## src/sv/rsd_pkg.sv

```systemverilog
// rsd_pkg: widths, defaults and command codes for the ring shorter-direction block.
// Used by rsd_root and ring_shorter_direction; depends on nothing.
package rsd_pkg;

    // parameter defaults
    localparam int RING_COUNT_DEF  = 8;
    localparam int RING_POINTS_DEF = 256;

    // item field widths
    localparam int RING_W  = 3;
    localparam int IDX_W   = 8;
    localparam int COORD_W = 32;
    localparam int LEN_W   = IDX_W + 1;
    localparam int DIST_W  = 36;

    // arithmetic widths
    localparam int AXIS_W  = 24;                 // saturated axis difference
    localparam int SQR_W   = 2 * AXIS_W;         // one squared axis difference
    localparam int SQ_W    = SQR_W + 1;          // dx^2 + dy^2
    localparam int FRAC_W  = 8;                  // fraction bits of a segment length
    localparam int ROOT_W  = 33;                 // floor(sqrt(sq * 2^16))
    localparam int SUM_W   = ROOT_W + IDX_W;     // up to 256 segments
    localparam int CEIL_W  = SUM_W + 1 - FRAC_W; // rounded-up integer distance

    // root unit: two radicand digit pairs per cycle
    localparam int ROOT_PAIRS = 34;
    localparam int ROOT_ITER  = ROOT_PAIRS / 2;
    localparam int ROOT_RAD_W = 2 * ROOT_PAIRS;
    localparam int ROOT_REM_W = ROOT_W + 4;
    localparam int ROOT_CNT_W = $clog2(ROOT_ITER + 1);

    // command codes
    localparam logic FUNC_WRITE = 1'b0;
    localparam logic FUNC_QUERY = 1'b1;

endpackage

```

## src/sv/rsd_root.sv

```systemverilog
// rsd_root: iterative integer square root, floor(sqrt(radicand * 2^16)).
// Two digit pairs per cycle; depends on rsd_pkg.
module rsd_root (
    input  logic                           i_clk,
    input  logic                           i_rst_n,
    input  logic                           i_start,
    input  logic [rsd_pkg::SQ_W-1:0]       i_radicand,
    output logic                           o_done,
    output logic [rsd_pkg::ROOT_W-1:0]     o_root
);

    typedef struct packed {
        logic [rsd_pkg::ROOT_REM_W-1:0] rem;
        logic [rsd_pkg::ROOT_W-1:0]     root;
    } t_rstep;

    logic [rsd_pkg::ROOT_RAD_W-1:0] r_rad;
    logic [rsd_pkg::ROOT_REM_W-1:0] r_rem;
    logic [rsd_pkg::ROOT_W-1:0]     r_root;
    logic [rsd_pkg::ROOT_CNT_W-1:0] r_cnt;
    logic                           r_busy;
    logic                           r_done;
    t_rstep                         s1;
    t_rstep                         s2;

    // one restoring digit step
    function automatic t_rstep root_step(logic [rsd_pkg::ROOT_REM_W-1:0] rem,
                                         logic [rsd_pkg::ROOT_W-1:0] root,
                                         logic [1:0] pair);
        logic [rsd_pkg::ROOT_REM_W-1:0] rem_sh;
        logic [rsd_pkg::ROOT_REM_W-1:0] trial;
        t_rstep                         res;
        rem_sh = {rem[rsd_pkg::ROOT_REM_W-3:0], pair};
        trial  = rsd_pkg::ROOT_REM_W'({root, 2'b01});
        if (rem_sh >= trial) begin
            res.rem  = rem_sh - trial;
            res.root = {root[rsd_pkg::ROOT_W-2:0], 1'b1};
        end else begin
            res.rem  = rem_sh;
            res.root = {root[rsd_pkg::ROOT_W-2:0], 1'b0};
        end
        return res;
    endfunction

    always_comb begin
        s1 = root_step(r_rem, r_root, r_rad[rsd_pkg::ROOT_RAD_W-1 -: 2]);
        s2 = root_step(s1.rem, s1.root, r_rad[rsd_pkg::ROOT_RAD_W-3 -: 2]);
    end

    always_ff @(posedge i_clk) begin
        if (!i_rst_n) begin
            r_busy <= 1'b0;
            r_done <= 1'b0;
        end else begin
            if (i_start) begin
                // radicand shifted by 2*FRAC_W, zero pad on top
                r_rad  <= rsd_pkg::ROOT_RAD_W'({i_radicand, {(2 * rsd_pkg::FRAC_W){1'b0}}});
                r_rem  <= '0;
                r_root <= '0;
                r_cnt  <= rsd_pkg::ROOT_CNT_W'(rsd_pkg::ROOT_ITER);
                r_busy <= 1'b1;
                r_done <= 1'b0;
            end else if (r_busy) begin
                r_rem  <= s2.rem;
                r_root <= s2.root;
                r_rad  <= {r_rad[rsd_pkg::ROOT_RAD_W-5:0], 4'b0000};
                r_cnt  <= r_cnt - rsd_pkg::ROOT_CNT_W'(1);
                r_done <= (r_cnt == rsd_pkg::ROOT_CNT_W'(1));
                if (r_cnt == rsd_pkg::ROOT_CNT_W'(1)) begin
                    r_busy <= 1'b0;
                end
            end else begin
                r_done <= 1'b0;
            end
        end
    end

    assign o_done = r_done;
    assign o_root = r_root;

endmodule

```

## config.mk

```make
export PLATFORM = sky130hd
export DESIGN_NAME = rsd_root
export DESIGN_NICKNAME = d
export VERILOG_FILES = /design/src/sv/rsd_pkg.sv /design/src/sv/rsd_root.sv
export SDC_FILE = /design/constraint.sdc
export NUM_CORES = 1
export LEC_CHECK = 0
export BUFFER_PORTS_ARGS = -buffer_cell sky130_fd_sc_hd__buf_2
export CAP_MARGIN = 20
export CORE_MARGIN = 2
export CORE_UTILIZATION = 55
export DETAILED_ROUTE_END_ITERATION = 8
export PLACE_DENSITY = 0.74
export SLEW_MARGIN = 10
export SYNTH_ARGS = -nofsm -noshare
export SYNTH_HDL_FRONTEND = slang
export SYNTH_SLANG_ARGS = --single-unit
export TNS_END_PERCENT = 20
```

## constraint.sdc

```tcl
create_clock -name i_clk -period 7.7 [get_ports i_clk]
set_input_delay 0 -clock i_clk [delete_from_list [all_inputs] [get_ports i_clk]]
set_output_delay 0 -clock i_clk [all_outputs]
set_load 0.1 [all_outputs]
```

# Word-level counts from Yosys, hierarchy flattened
# Cells that the tools add are included.
# word_totals
regBits,139
output_inout_bits,34
elab_cells,28
# classes
addsub,3
magnitude_cmp,2
n_eq_ne,1
n_mux,10
bitwise_logic,2
reduce_logical,3
# ops
op,count
68-bit two-way mux,3
37-bit by 35-bit greater-or-equal comparator with 1-bit output,2
35-bit subtractor,2
65-bit two-way mux,1
35-bit two-way mux,1
33-bit two-way mux,1
"5-bit by 1-bit == test with 1-bit output, second input constant",1
5-bit two-way mux,1
"5-bit by 1-bit subtractor with 5-bit output, second input constant",1
1-bit two-way mux,3
3-bit OR reduction,1
1-bit NOT,2
2-bit AND reduction,1
2-bit nonzero test,1

# Depth between registers and ports, before layout
# Gate-level depths: netlist of run 1.
# logic_depth
depth_word,5
ltp_mapped,28
mapped_depth_nobuf,24

# Worst setup path before layout of run 1
# Ideal clock, no wire load.
# synth_timing
path_type,register to register
startpoint,reg r_root (netlist bit o_root[32])
endpoint,"reg r_rem[34] (netlist name), data pin"
setup_ps,270
arrival_time_ps,5939
t_required_ps,7430
slack_ps,1492
stages_incl_launch_ff,26
path_buffers,3
path_cell_list,edfxtp_1 > inv_1 > ha_1 > a2111o_1 > a31o_2 > or2_2 > or2_2 > clkbuf_1 > inv_1 > clkbuf_1 > nand2_1 > o21ai_0 > ha_1 > clkbuf_1 > a21o_1 > a21o_1 > a21oi_1 > o21ai_1 > a311oi_1 > o21a_1 > o21ai_1 > a311oi_1 > a211oi_1 > or4_1 > nand4b_1 > a21oi_1
# synth_between
elab_chain_cells,5
# synth_rtl
element,line_no,source
"start, declared",rsd_root.sv:19,logic [rsd_pkg::ROOT_W-1:0] r_root;
"start signal, assigned",rsd_root.sv:65,r_root <= s2.root;
37-bit by 35-bit greater-or-equal comparator with 1-bit output or 35-bit subtractor (tied branches),"rsd_root.sv:35, rsd_root.sv:36",
68-bit two-way mux (*),rsd_root.sv:35,if (rem_sh >= trial) begin
35-bit subtractor or 37-bit by 35-bit greater-or-equal comparator with 1-bit output (tied branches),"rsd_root.sv:36, rsd_root.sv:35",
68-bit two-way mux (*),rsd_root.sv:35,
35-bit two-way mux (*),rsd_root.sv:63,end else if (r_busy) begin
"end signal, assigned",rsd_root.sv:64,r_rem <= s2.rem;
"end, declared",rsd_root.sv:18,logic [rsd_pkg::ROOT_REM_W-1:0] r_rem;
# Mark *: on every way between the ends. The rest lies on a longest branch, timed or not. The select of a mux whose other input is x is not followed.
# A chain may end at the register's enable or synchronous reset.

# Worst setup path after layout of run 1
# layout_timing
startpoint,reg r_root (netlist bit o_root[23])
endpoint,"reg r_rem[1] (netlist name), data pin"
# layout_between
elab_chain_cells,5
# layout_rtl
element,line_no
35-bit subtractor or 37-bit by 35-bit greater-or-equal comparator with 1-bit output (tied branches),"rsd_root.sv:36, rsd_root.sv:35"
68-bit two-way mux (*),rsd_root.sv:35
37-bit by 35-bit greater-or-equal comparator with 1-bit output (*),rsd_root.sv:35
68-bit two-way mux (*),rsd_root.sv:35
35-bit two-way mux (*),rsd_root.sv:63
# Marks and branches as above.

==> flow_summary.toml, run 1 <==
[run_status]
outcome = "completed"

[final_layout]
antenna_cells = 0
syn_to_final_growth_pct = 14.56
fin_util = 0.6482
drive_gt1_frac = 0.1756
nets = 1233

[timing]
worst_pin_slew_ns = 0.9852
finalSetupViolCount = 0
slew_viol_final = 0
slew-limit-headroom = 0.3432
fin_crit_sh = 0.8590
tns_ns = 0
clock_skew_ns = 0.01384
rsz0062_at_grt = "no"
fin_crit_ns = 6.614
fmax_mhz = 151.2
finalHoldViolations = 0

[route]
remaining_drc_errors = 0
firstDrtPassIters = 7
antenna_left = 0
vias = 8127
routed_wl_um = 25520
vias_per_cell = 6.033
post_drt_wl_per_cell_um = 18.94
drtIter0Drc = 760

[worst_setup_path]
r2r_cells = 24
slowest_delay_ns = 0.58
slowest_stage = "a311o_2"
required_ns = 7.95
r2r_start = "o_root[23]"
worstPathMaxFanout = 21
arrival_ns = 6.87
path_cells = "inv_1 -> ha_1 -> a21o_1 -> a21oi_1 -> o21a_1 -> a311oi_1 -> or2_2 -> or2_2 -> inv_1 -> buf_4 -> o21ai_0 -> ha_1 -> a21o_1 -> a21oi_1 -> o21ai_0 -> a21o_1 -> a21oi_1 -> o21ai_0 -> nor2_2 -> o21ai_4 -> a311o_2 -> buf_12 -> and2_0 -> a211oi_1"
r2r-end = "r_rem[1]"
r2r_setup_slack_ns = 1.09
critPathLaunchType = "flip-flop"
cp-startpoint = "o_root[23]"
endpoint_kind = "flip-flop"
crit_type = "flip-flop to flip-flop"

[global_routing]
grt_usage = 0.2759
grt_pass1_wl_um = 40080
overflow = 0
grt_max_degree = 77
grt_pass1_vias = 7871
antenna_found_initial = 0

[die]
die_w_um = 137.6
die_area_mm2 = 0.01894
die_h_um = 137.6
row_count = 48
initial_utilization = 0.5658
core_area_mm2 = 0.01736
io_pins = 86

[yosys]
synth_area_leaders = "edfxtp_1, ha_1, mux2_2"
yosysWarnings = 0
ys_types = 82
async_flop_share = 0
ys_ff_latch = 127
yosys.area.top_type_share = 0.3822
synth_edf_count = 125
syn_inst = 1020
ys_seq_area_frac = 0.3863
syn_area_per_cell_um2 = 9.628
yosys.area.top_type = "edfxtp_1"
ys.flop_type = "edfxtp_1"
syn-cell-area_mm2 = 0.009821
syn_nets = 1144

[clock_network]
clockBufferDepth = 2
cts_tree = "built"
postCtsSetupBuffers = 0
ctsHoldBuffers = 50
numCtsBuffers = 17
cts.htree.levels = 4
clock_latency_ns = 0.44
postCtsResizedCells = 0
clk_pin_slew_ns = 0.07
cts_root_buffer = "clkbuf_16"
cts.sinks = 127

[min_path]
holdCritPathClass = "input pin to flip-flop"
holdPathEnd = "r_cnt[3]"
worstHoldStart = "i_start"
whs_path_depth = 2

[placement]
gp_congestion = 0.9500
portBuffers = 85
place_hpwl_um = 16900

[flow_run]
cap_viol_max_count = 0
[critical path: cells and delay by family (launching register included)]
kind	cells	cell delay (ns)
buf+inv	4	0.67
fa+ha+maj	2	0.87
compound gates	14	3.41
simple gates	4	1.11
flops	1	0.34
[cell usage in the layout, fill, tap and decap left out, types with 5 or more instances in the layout]
master / synthesis / final
nand2b_1: 9 / 9
mux2_2: 45 / 45
a211oi_1: 6 / 6
edfxtp_1: 125 / 125
dlygate4sd3_1: 0 / 50
nor2b_1: 10 / 10
o21ai_0: 34 / 34
and3_1: 17 / 17
nand4_1: 14 / 14
buf_4: 32 / 7
inv_8: 0 / 7
ha_1: 72 / 72
nor2_1: 105 / 105
nand3_1: 23 / 23
clkbuf_16: 0 / 17
inv_1: 57 / 57
and2_1: 12 / 12
mux2i_1: 24 / 24
o21bai_1: 13 / 13
xor2_1: 29 / 29
a21o_1: 42 / 42
or2_2: 5 / 5
buf_2: 4 / 84
inv_6: 0 / 6
nor3_1: 11 / 11
a21oi_1: 89 / 89
a31oi_1: 10 / 10
nand2_1: 66 / 66
o21ai_1: 7 / 7
o21a_1: 8 / 7
xnor2_1: 32 / 32
[cells by family after synthesis]
| logic type | synth area share |
|---|---|
| buffers and inverters | 0.06587 |
| adders and majority gates | 0.09173 |
| AOI/OAI and AO/OA | 0.1799 |
| muxes | 0.07606 |
| DFF | 0.3863 |
| and+or+nand+nor | 0.1458 |
| xor gates and xnor gates | 0.05440 |
[how the worst max path moves through the flow]
stage / endpoint / cells after the start
2_1_floorplan: r_rem[34] / 25
3_3_place_gp: r_rem[34] / 24
3_5_place_dp: r_rem[34] / 23
4_1_cts: r_rem[1] / 23
5_1_grt: r_rem[1] / 24
6_report: r_rem[1] / 24
[stage by stage]
| step | area, µm² | setup slack (ns) | std cells | hold WS [ns] |
|---|---|---|---|---|
| floorplan | 9821 | 1.492 | 1020 | 0.1885 |
| global placement | 10170 | 1.397 | 1265 | 0.2815 |
| detailed placement | 10170 | 1.390 | 1265 | 0.2868 |
| CTS | 11250 | 1.272 | 1347 | 0.1785 |
| global route | 11250 | 0.7856 | 1347 | 0.2034 |
| finish | 11250 | 1.086 | 1347 | 0.1885 |
[cell usage after synthesis (7+ instances only)]
master / count
a31oi_1: 10
nand2_1: 66
a21o_1: 42
buf_4: 32
o21bai_1: 13
nor2b_1: 10
o21ai_0: 34
mux2_2: 45
a21oi_1: 89
xnor2_1: 32
o21ai_1: 7
ha_1: 72
inv_1: 57
nor3_1: 11
and3_1: 17
clkbuf_1: 28
edfxtp_1: 125
nand4_1: 14
nand2b_1: 9
mux2i_1: 24
and2_1: 12
nand3_1: 23
o21a_1: 8
nor2_1: 105
xor2_1: 29
[registers in the layout, indices dropped and copies added (netlist names)]
| name | count |
|---|---|
| o_done | 1 |
| r_busy | 1 |
| r_cnt | 5 |
| r_rem | 35 |
| r_rad | 52 |
| o_root | 33 |
[layer usage]
metal	wire (µm)	vias up	share of wire	GRT usage
li1	-	3902	-	-
met1	10690	3802	0.42	0.3518
met2	12300	357	0.48	0.4533
met3	1655	66	0.065	0.05261
met4	873	0	0.034	0.1277
met5	0	-	0	0
[area by class of cell]
class                   instances  area (µm²)
clock buffers                  17       425.4
clock inverters                15       155.1
flip-flops and latches        127        3794
repair buffers                142       993.5
well taps                     225       281.5
multi-input cells             764        5388
fillers                      1404        6106
inverters                      57       214.0
Power of run 1 is left out: the tool's default activity adds up to more than one toggle a clock period on the data nets, which glitch-free logic cannot reach.
==> run 2, diff against run 1 <==
--- a/config.mk
+++ b/config.mk
@@ -5,7 +5,7 @@
 export SDC_FILE = /design/constraint.sdc
 export NUM_CORES = 1
 export LEC_CHECK = 0
-export BUFFER_PORTS_ARGS = -buffer_cell sky130_fd_sc_hd__buf_2
+export BUFFER_PORTS_ARGS = -buffer_cell sky130_fd_sc_hd__clkbuf_2
 export CAP_MARGIN = 20
 export CORE_MARGIN = 2
 export CORE_UTILIZATION = 55
==> constraint.sdc (replaced) <==
create_clock -name i_clk -period 8.5 [get_ports i_clk]
set_input_delay 0 -clock i_clk [delete_from_list [all_inputs] [get_ports i_clk]]
set_output_delay 0 -clock i_clk [all_outputs]
set_load 0.1 [all_outputs]
==> run 2 against run 1 <==
  * Cell count fell by 0.22%
  * Clock skew fell by 0.0014 ns
  * Global-route usage fell by 0.18 points
  * Core utilization fell by 0.17 points
  * Register-to-register slack improved by 0.44 ns
  * Fmax fell by 5.2%
  * Worst hold slack got worse by 0.028 ns
  * Worst setup slack improved by 0.44 ns
  * Sequential share of layout area rose by 0.090 points
  * Non-clock buffer count fell by 3
  * Clock-buffer cell count did not move
==> flow_summary.toml, run 2 (synthesis results as in run 1) <==
[global_routing]
antenna_found_initial = 0
top_usage_layer = "met2"
overflow = 0
grt_max_degree = 71
grt_util_met1 = 0.3571
met3_usage = 0.04562
grt_pass1_vias = 7799
use_met2 = 0.4594
grt_pass1_wl_um = 39740
grt_usage = 0.2742

[route]
firstDrtPassIters = 5
vias = 8102
vias_per_cell = 6.028
routed_wl_um = 25140
post_drt_wl_per_cell_um = 18.70
drtIter0Drc = 712
antenna_left = 0
remaining_drc_errors = 0

[die]
core_area_mm2 = 0.01736
die_w_um = 137.6
io_pins = 86
initial_utilization = 0.5658
die_h_um = 137.6
row_count = 48
die_area_mm2 = 0.01894

[final_layout]
layout_common_cells = "edfxtp_1, nor2_1, a21oi_1"
largest-register = "r_rad"
fin_util = 0.6465
antenna_cells = 0
layout_commonest_cell = "edfxtp_1"
drive_gt1_frac = 0.1734
syn_to_final_growth_pct = 14.26
largest_register_ffs = 52
nets = 1230

[timing]
rsz0062_at_grt = "no"
slew_viol_final = 0
slew-limit-headroom = 0.2705
holdWs_ns = 0.1601
fin_ws_ns = 1.526
worst_pin_slew_ns = 1.094
tns_ns = 0
fin_crit_ns = 6.974
fin_crit_sh = 0.8205
finalSetupViolCount = 0
fmax_mhz = 143.4
finalHoldViolations = 0
clock_skew_ns = 0.01241

[clock_network]
cts_tree = "built"
numCtsBuffers = 17
cts.htree.levels = 4
clk_pin_slew_ns = 0.07
postCtsSetupBuffers = 0
clock_latency_ns = 0.45
clockBufferDepth = 2
cts_root_buffer = "clkbuf_16"
cts.sinks = 127

[worst_setup_path]
crit_type = "flip-flop to flip-flop"
r2r_setup_slack_ns = 1.53
r2r_cells = 23
required_ns = 8.65
crit_family = "compound AO/OA/AOI/OAI gates"
endpoint_kind = "flip-flop"
critPathLaunchType = "flip-flop"
critPathBufInv = 2
slowest_stage = "inv_1"
r2r-end = "r_rem[34]"
arrival_ns = 7.13
slowest_delay_ns = 0.69
worstPathMaxFanout = 25
path_cells = "inv_1 -> ha_1 -> a21oi_1 -> o21ai_1 -> a221oi_2 -> nand3_2 -> and2_4 -> or2_2 -> inv_1 -> o21ai_0 -> ha_1 -> a21o_1 -> a21o_1 -> a21oi_1 -> o21ai_1 -> a311oi_1 -> o21a_1 -> o21ai_1 -> a311oi_1 -> a211oi_1 -> or4_1 -> nand4b_1 -> a21oi_1"
r2r_start = "o_root[10]"

[min_path]
holdCritPathClass = "input pin to flip-flop"
holdPathEnd = "o_root[10]"
worstHoldStart = "i_start"
whs_path_depth = 2

[flow_run]
cap_viol_max_count = 0

[placement]
place_hpwl_um = 17080
portBuffers = 85
dp_slack_ns = 1.771
gp_congestion = 0.9185

[run_status]
outcome = "completed"
## run 2: cell count changes in the layout (fill, tap and decap cells not counted), sizes merged
cell | previous run | this run
buf | 92 | 5
clkbuf | 17 | 101
clkinv | 1 | 3
inv | 70 | 68
## run 2: repair_timing
| action | 4_1_cts | 5_1_grt |
|---|---|---|
| resized for setup | 0 | 0 |
| hold buffers | 50 | 0 |
| hold endpoints to repair | 50 | 0 |
| setup endpoints to repair | 0 | 0 |
## run 2: worst register-to-register path, delay by kind of cell, from the launching register on
kind / cells / cell delay [ns]
AO/OA/AOI/OAI: 14 / 3.25
buffers and inverters: 2 / 0.84
flip-flops: 1 / 0.38
AND/OR/NAND/NOR: 5 / 1.37
adder cells (fa/ha/maj): 2 / 0.86
## run 2: final cells by class
cell class / count / area, µm²
inverter: 57 / 214.0
clock buffer: 17 / 425.4
tap: 225 / 281.5
timing repair buffer: 139 / 958.4
multi-input combinational: 764 / 5388
clock inverter: 15 / 160.2
fill: 1366 / 6136
sequential: 127 / 3794
## run 2: routing by layer
layer,part of all wire,vias to the layer above
met3,0.060,40
li1,-,3894
met1,0.43,3863
met2,0.49,305
met4,0.022,0
met5,0,-
## run 2: worst max-delay path by stage
stage                     startpoint        end  slack [ns]  cells past startpoint
after global placement    o_root[10]  r_rem[34]        1.80                     23
after CTS                 o_root[10]  r_rem[34]        1.73                     23
after detailed placement  o_root[10]  r_rem[34]        1.77                     23
after global routing      o_root[10]  r_rem[34]        1.13                     23
final                     o_root[10]  r_rem[34]        1.53                     23
after floorplan           o_root[32]  r_rem[34]        2.29                     25
## run 2: stage by stage
stage | instance area (µm²) | cells
floorplan | 9821 | 1020
global placement | 10130 | 1262
detailed placement | 10130 | 1262
CTS | 11220 | 1344
global route | 11220 | 1344
finish | 11220 | 1344
Power of run 2 is left out for the same reason.
==> run 3, diff against run 2 <==
==> constraint.sdc (replaced) <==
create_clock -name i_clk -period 6.9 [get_ports i_clk]
set_input_delay 0 -clock i_clk [delete_from_list [all_inputs] [get_ports i_clk]]
set_output_delay 0 -clock i_clk [all_outputs]
set_load 0.1 [all_outputs]
==> run 3 against run 2 <==
  * Non-clock buffer count is 7 higher
  * Worst setup slack worse by 0.96 ns
  * Worst hold slack better by 0.020 ns
  * Clock-buffer cell count stayed put
==> flow_summary.toml, run 3 (synthesis results as in run 1) <==
[run_status]
outcome = "completed"

[die]
die_h_um = 137.6
die_w_um = 137.6
io_pins = 86
die_area_mm2 = 0.01894
row_count = 48
initial_utilization = 0.5658
core_area_mm2 = 0.01736

[global_routing]
grt_usage = 0.2676
antenna_found_initial = 0
grt_pass1_wl_um = 39050
grt_pass1_vias = 7785
grt_max_degree = 71
overflow = 0

[worst_setup_path]
crit_family = "compound AO/OA/AOI/OAI gates"
slowest_stage = "a311oi_1"
arrival_ns = 6.49
required_ns = 7.06
worstPathMaxFanout = 16
endpoint_kind = "flip-flop"
slowest_delay_ns = 0.59
crit_top_cell = "a21oi_1"
critPathLaunchType = "flip-flop"
critPathBufInv = 3
crit_type = "flip-flop to flip-flop"

[clock_network]
clock_latency_ns = 0.44
cts.htree.levels = 4
cts.sinks = 127
cts_tree = "built"
postCtsSetupBuffers = 0
clockBufferDepth = 2
numCtsBuffers = 17
clk_pin_slew_ns = 0.07
cts_root_buffer = "clkbuf_16"

[timing]
fin_crit_ns = 6.338
tns_ns = 0
fin_crit_sh = 0.9185
worst_pin_slew_ns = 0.8955
fmax_mhz = 157.8
slew_viol_final = 0
clock_skew_ns = 0.01277
finalHoldViolations = 0
rsz0062_at_grt = "no"
finalSetupViolCount = 0
holdWs_ns = 0.1799
slew-limit-headroom = 0.4030

[final_layout]
layout_common_cells = "edfxtp_1, nor2_1, a21oi_1"
multiInputGateArea_mm2 = 0.005388
antenna_cells = 0
regArea_mm2 = 0.003794
fill_cells = 1387
nets = 1237
largest_register_ffs = 52
largest-register = "r_rad"
layout_commonest_cell = "edfxtp_1"
syn_to_final_growth_pct = 14.82
drive_gt1_frac = 0.1785

[min_path]
holdCritPathClass = "input pin to flip-flop"

[route]
firstDrtPassIters = 5
routed_wl_um = 24750
antenna_left = 0
remaining_drc_errors = 0
vias_per_cell = 5.909
drtIter0Drc = 714
vias = 7983
post_drt_wl_per_cell_um = 18.32

[flow_run]
cap_viol_max_count = 0

[placement]
place_hpwl_um = 16980
portBuffers = 85
gp_congestion = 0.9461
run 3: changes by cell type in the layout (fill, tap and decap cells not counted):
| cell | previous run | this run |
|---|---|---|
| clkinv_4 | 1 | 2 |
| inv_6 | 5 | 3 |
| inv_8 | 6 | 7 |
| buf_4 | 5 | 12 |
run 3: cell type report:
type,instances,area share
Clock buffer,17,0.03773
Clock inverter,15,0.01443
Inverter,57,0.01897
Multi-Input combinational cell,764,0.4778
Sequential cell,127,0.3364
Tap cell,225,0.02497
Timing Repair Buffer,146,0.08966
run 3: what timing repair did:
item / 4_1_cts / 5_1_grt
hold endpoints to repair: 50 / 0
hold buffers: 50 / 0
gates resized for setup: 0 / 0
run 3: worst paths after layout:
path                            startpoint    endpoint  slack [ns]  depth (start not counted)
worst min register to register      r_busy      o_done        0.53                          1
worst max register to register  o_root[30]    r_rem[3]        0.56                         25
worst min-delay path               i_start  o_root[10]        0.18                          2
worst max-delay path            o_root[30]    r_rem[3]        0.56                         25
run 3: stage by stage:
step           setup WS [ns]  utilization  instances  cell area [µm²]
2_1_floorplan         0.6916            -       1020             9821
3_3_place_gp          0.8574       0.5869       1269            10190
3_5_place_dp          0.8609       0.5869       1269            10190
4_1_cts               0.7633       0.6497       1351            11280
5_1_grt               0.1892       0.6497       1351            11280
6_report              0.5623       0.6497       1351            11280
run 3: per-layer routing:
layer	track usage	vias up	part of all wire
met5	0	-	0
met3	0.04820	46	0.054
li1	-	3887	-
met1	0.3440	3774	0.43
met2	0.4552	276	0.49
met4	0.08763	0	0.021
Power of run 3 is left out for the same reason.
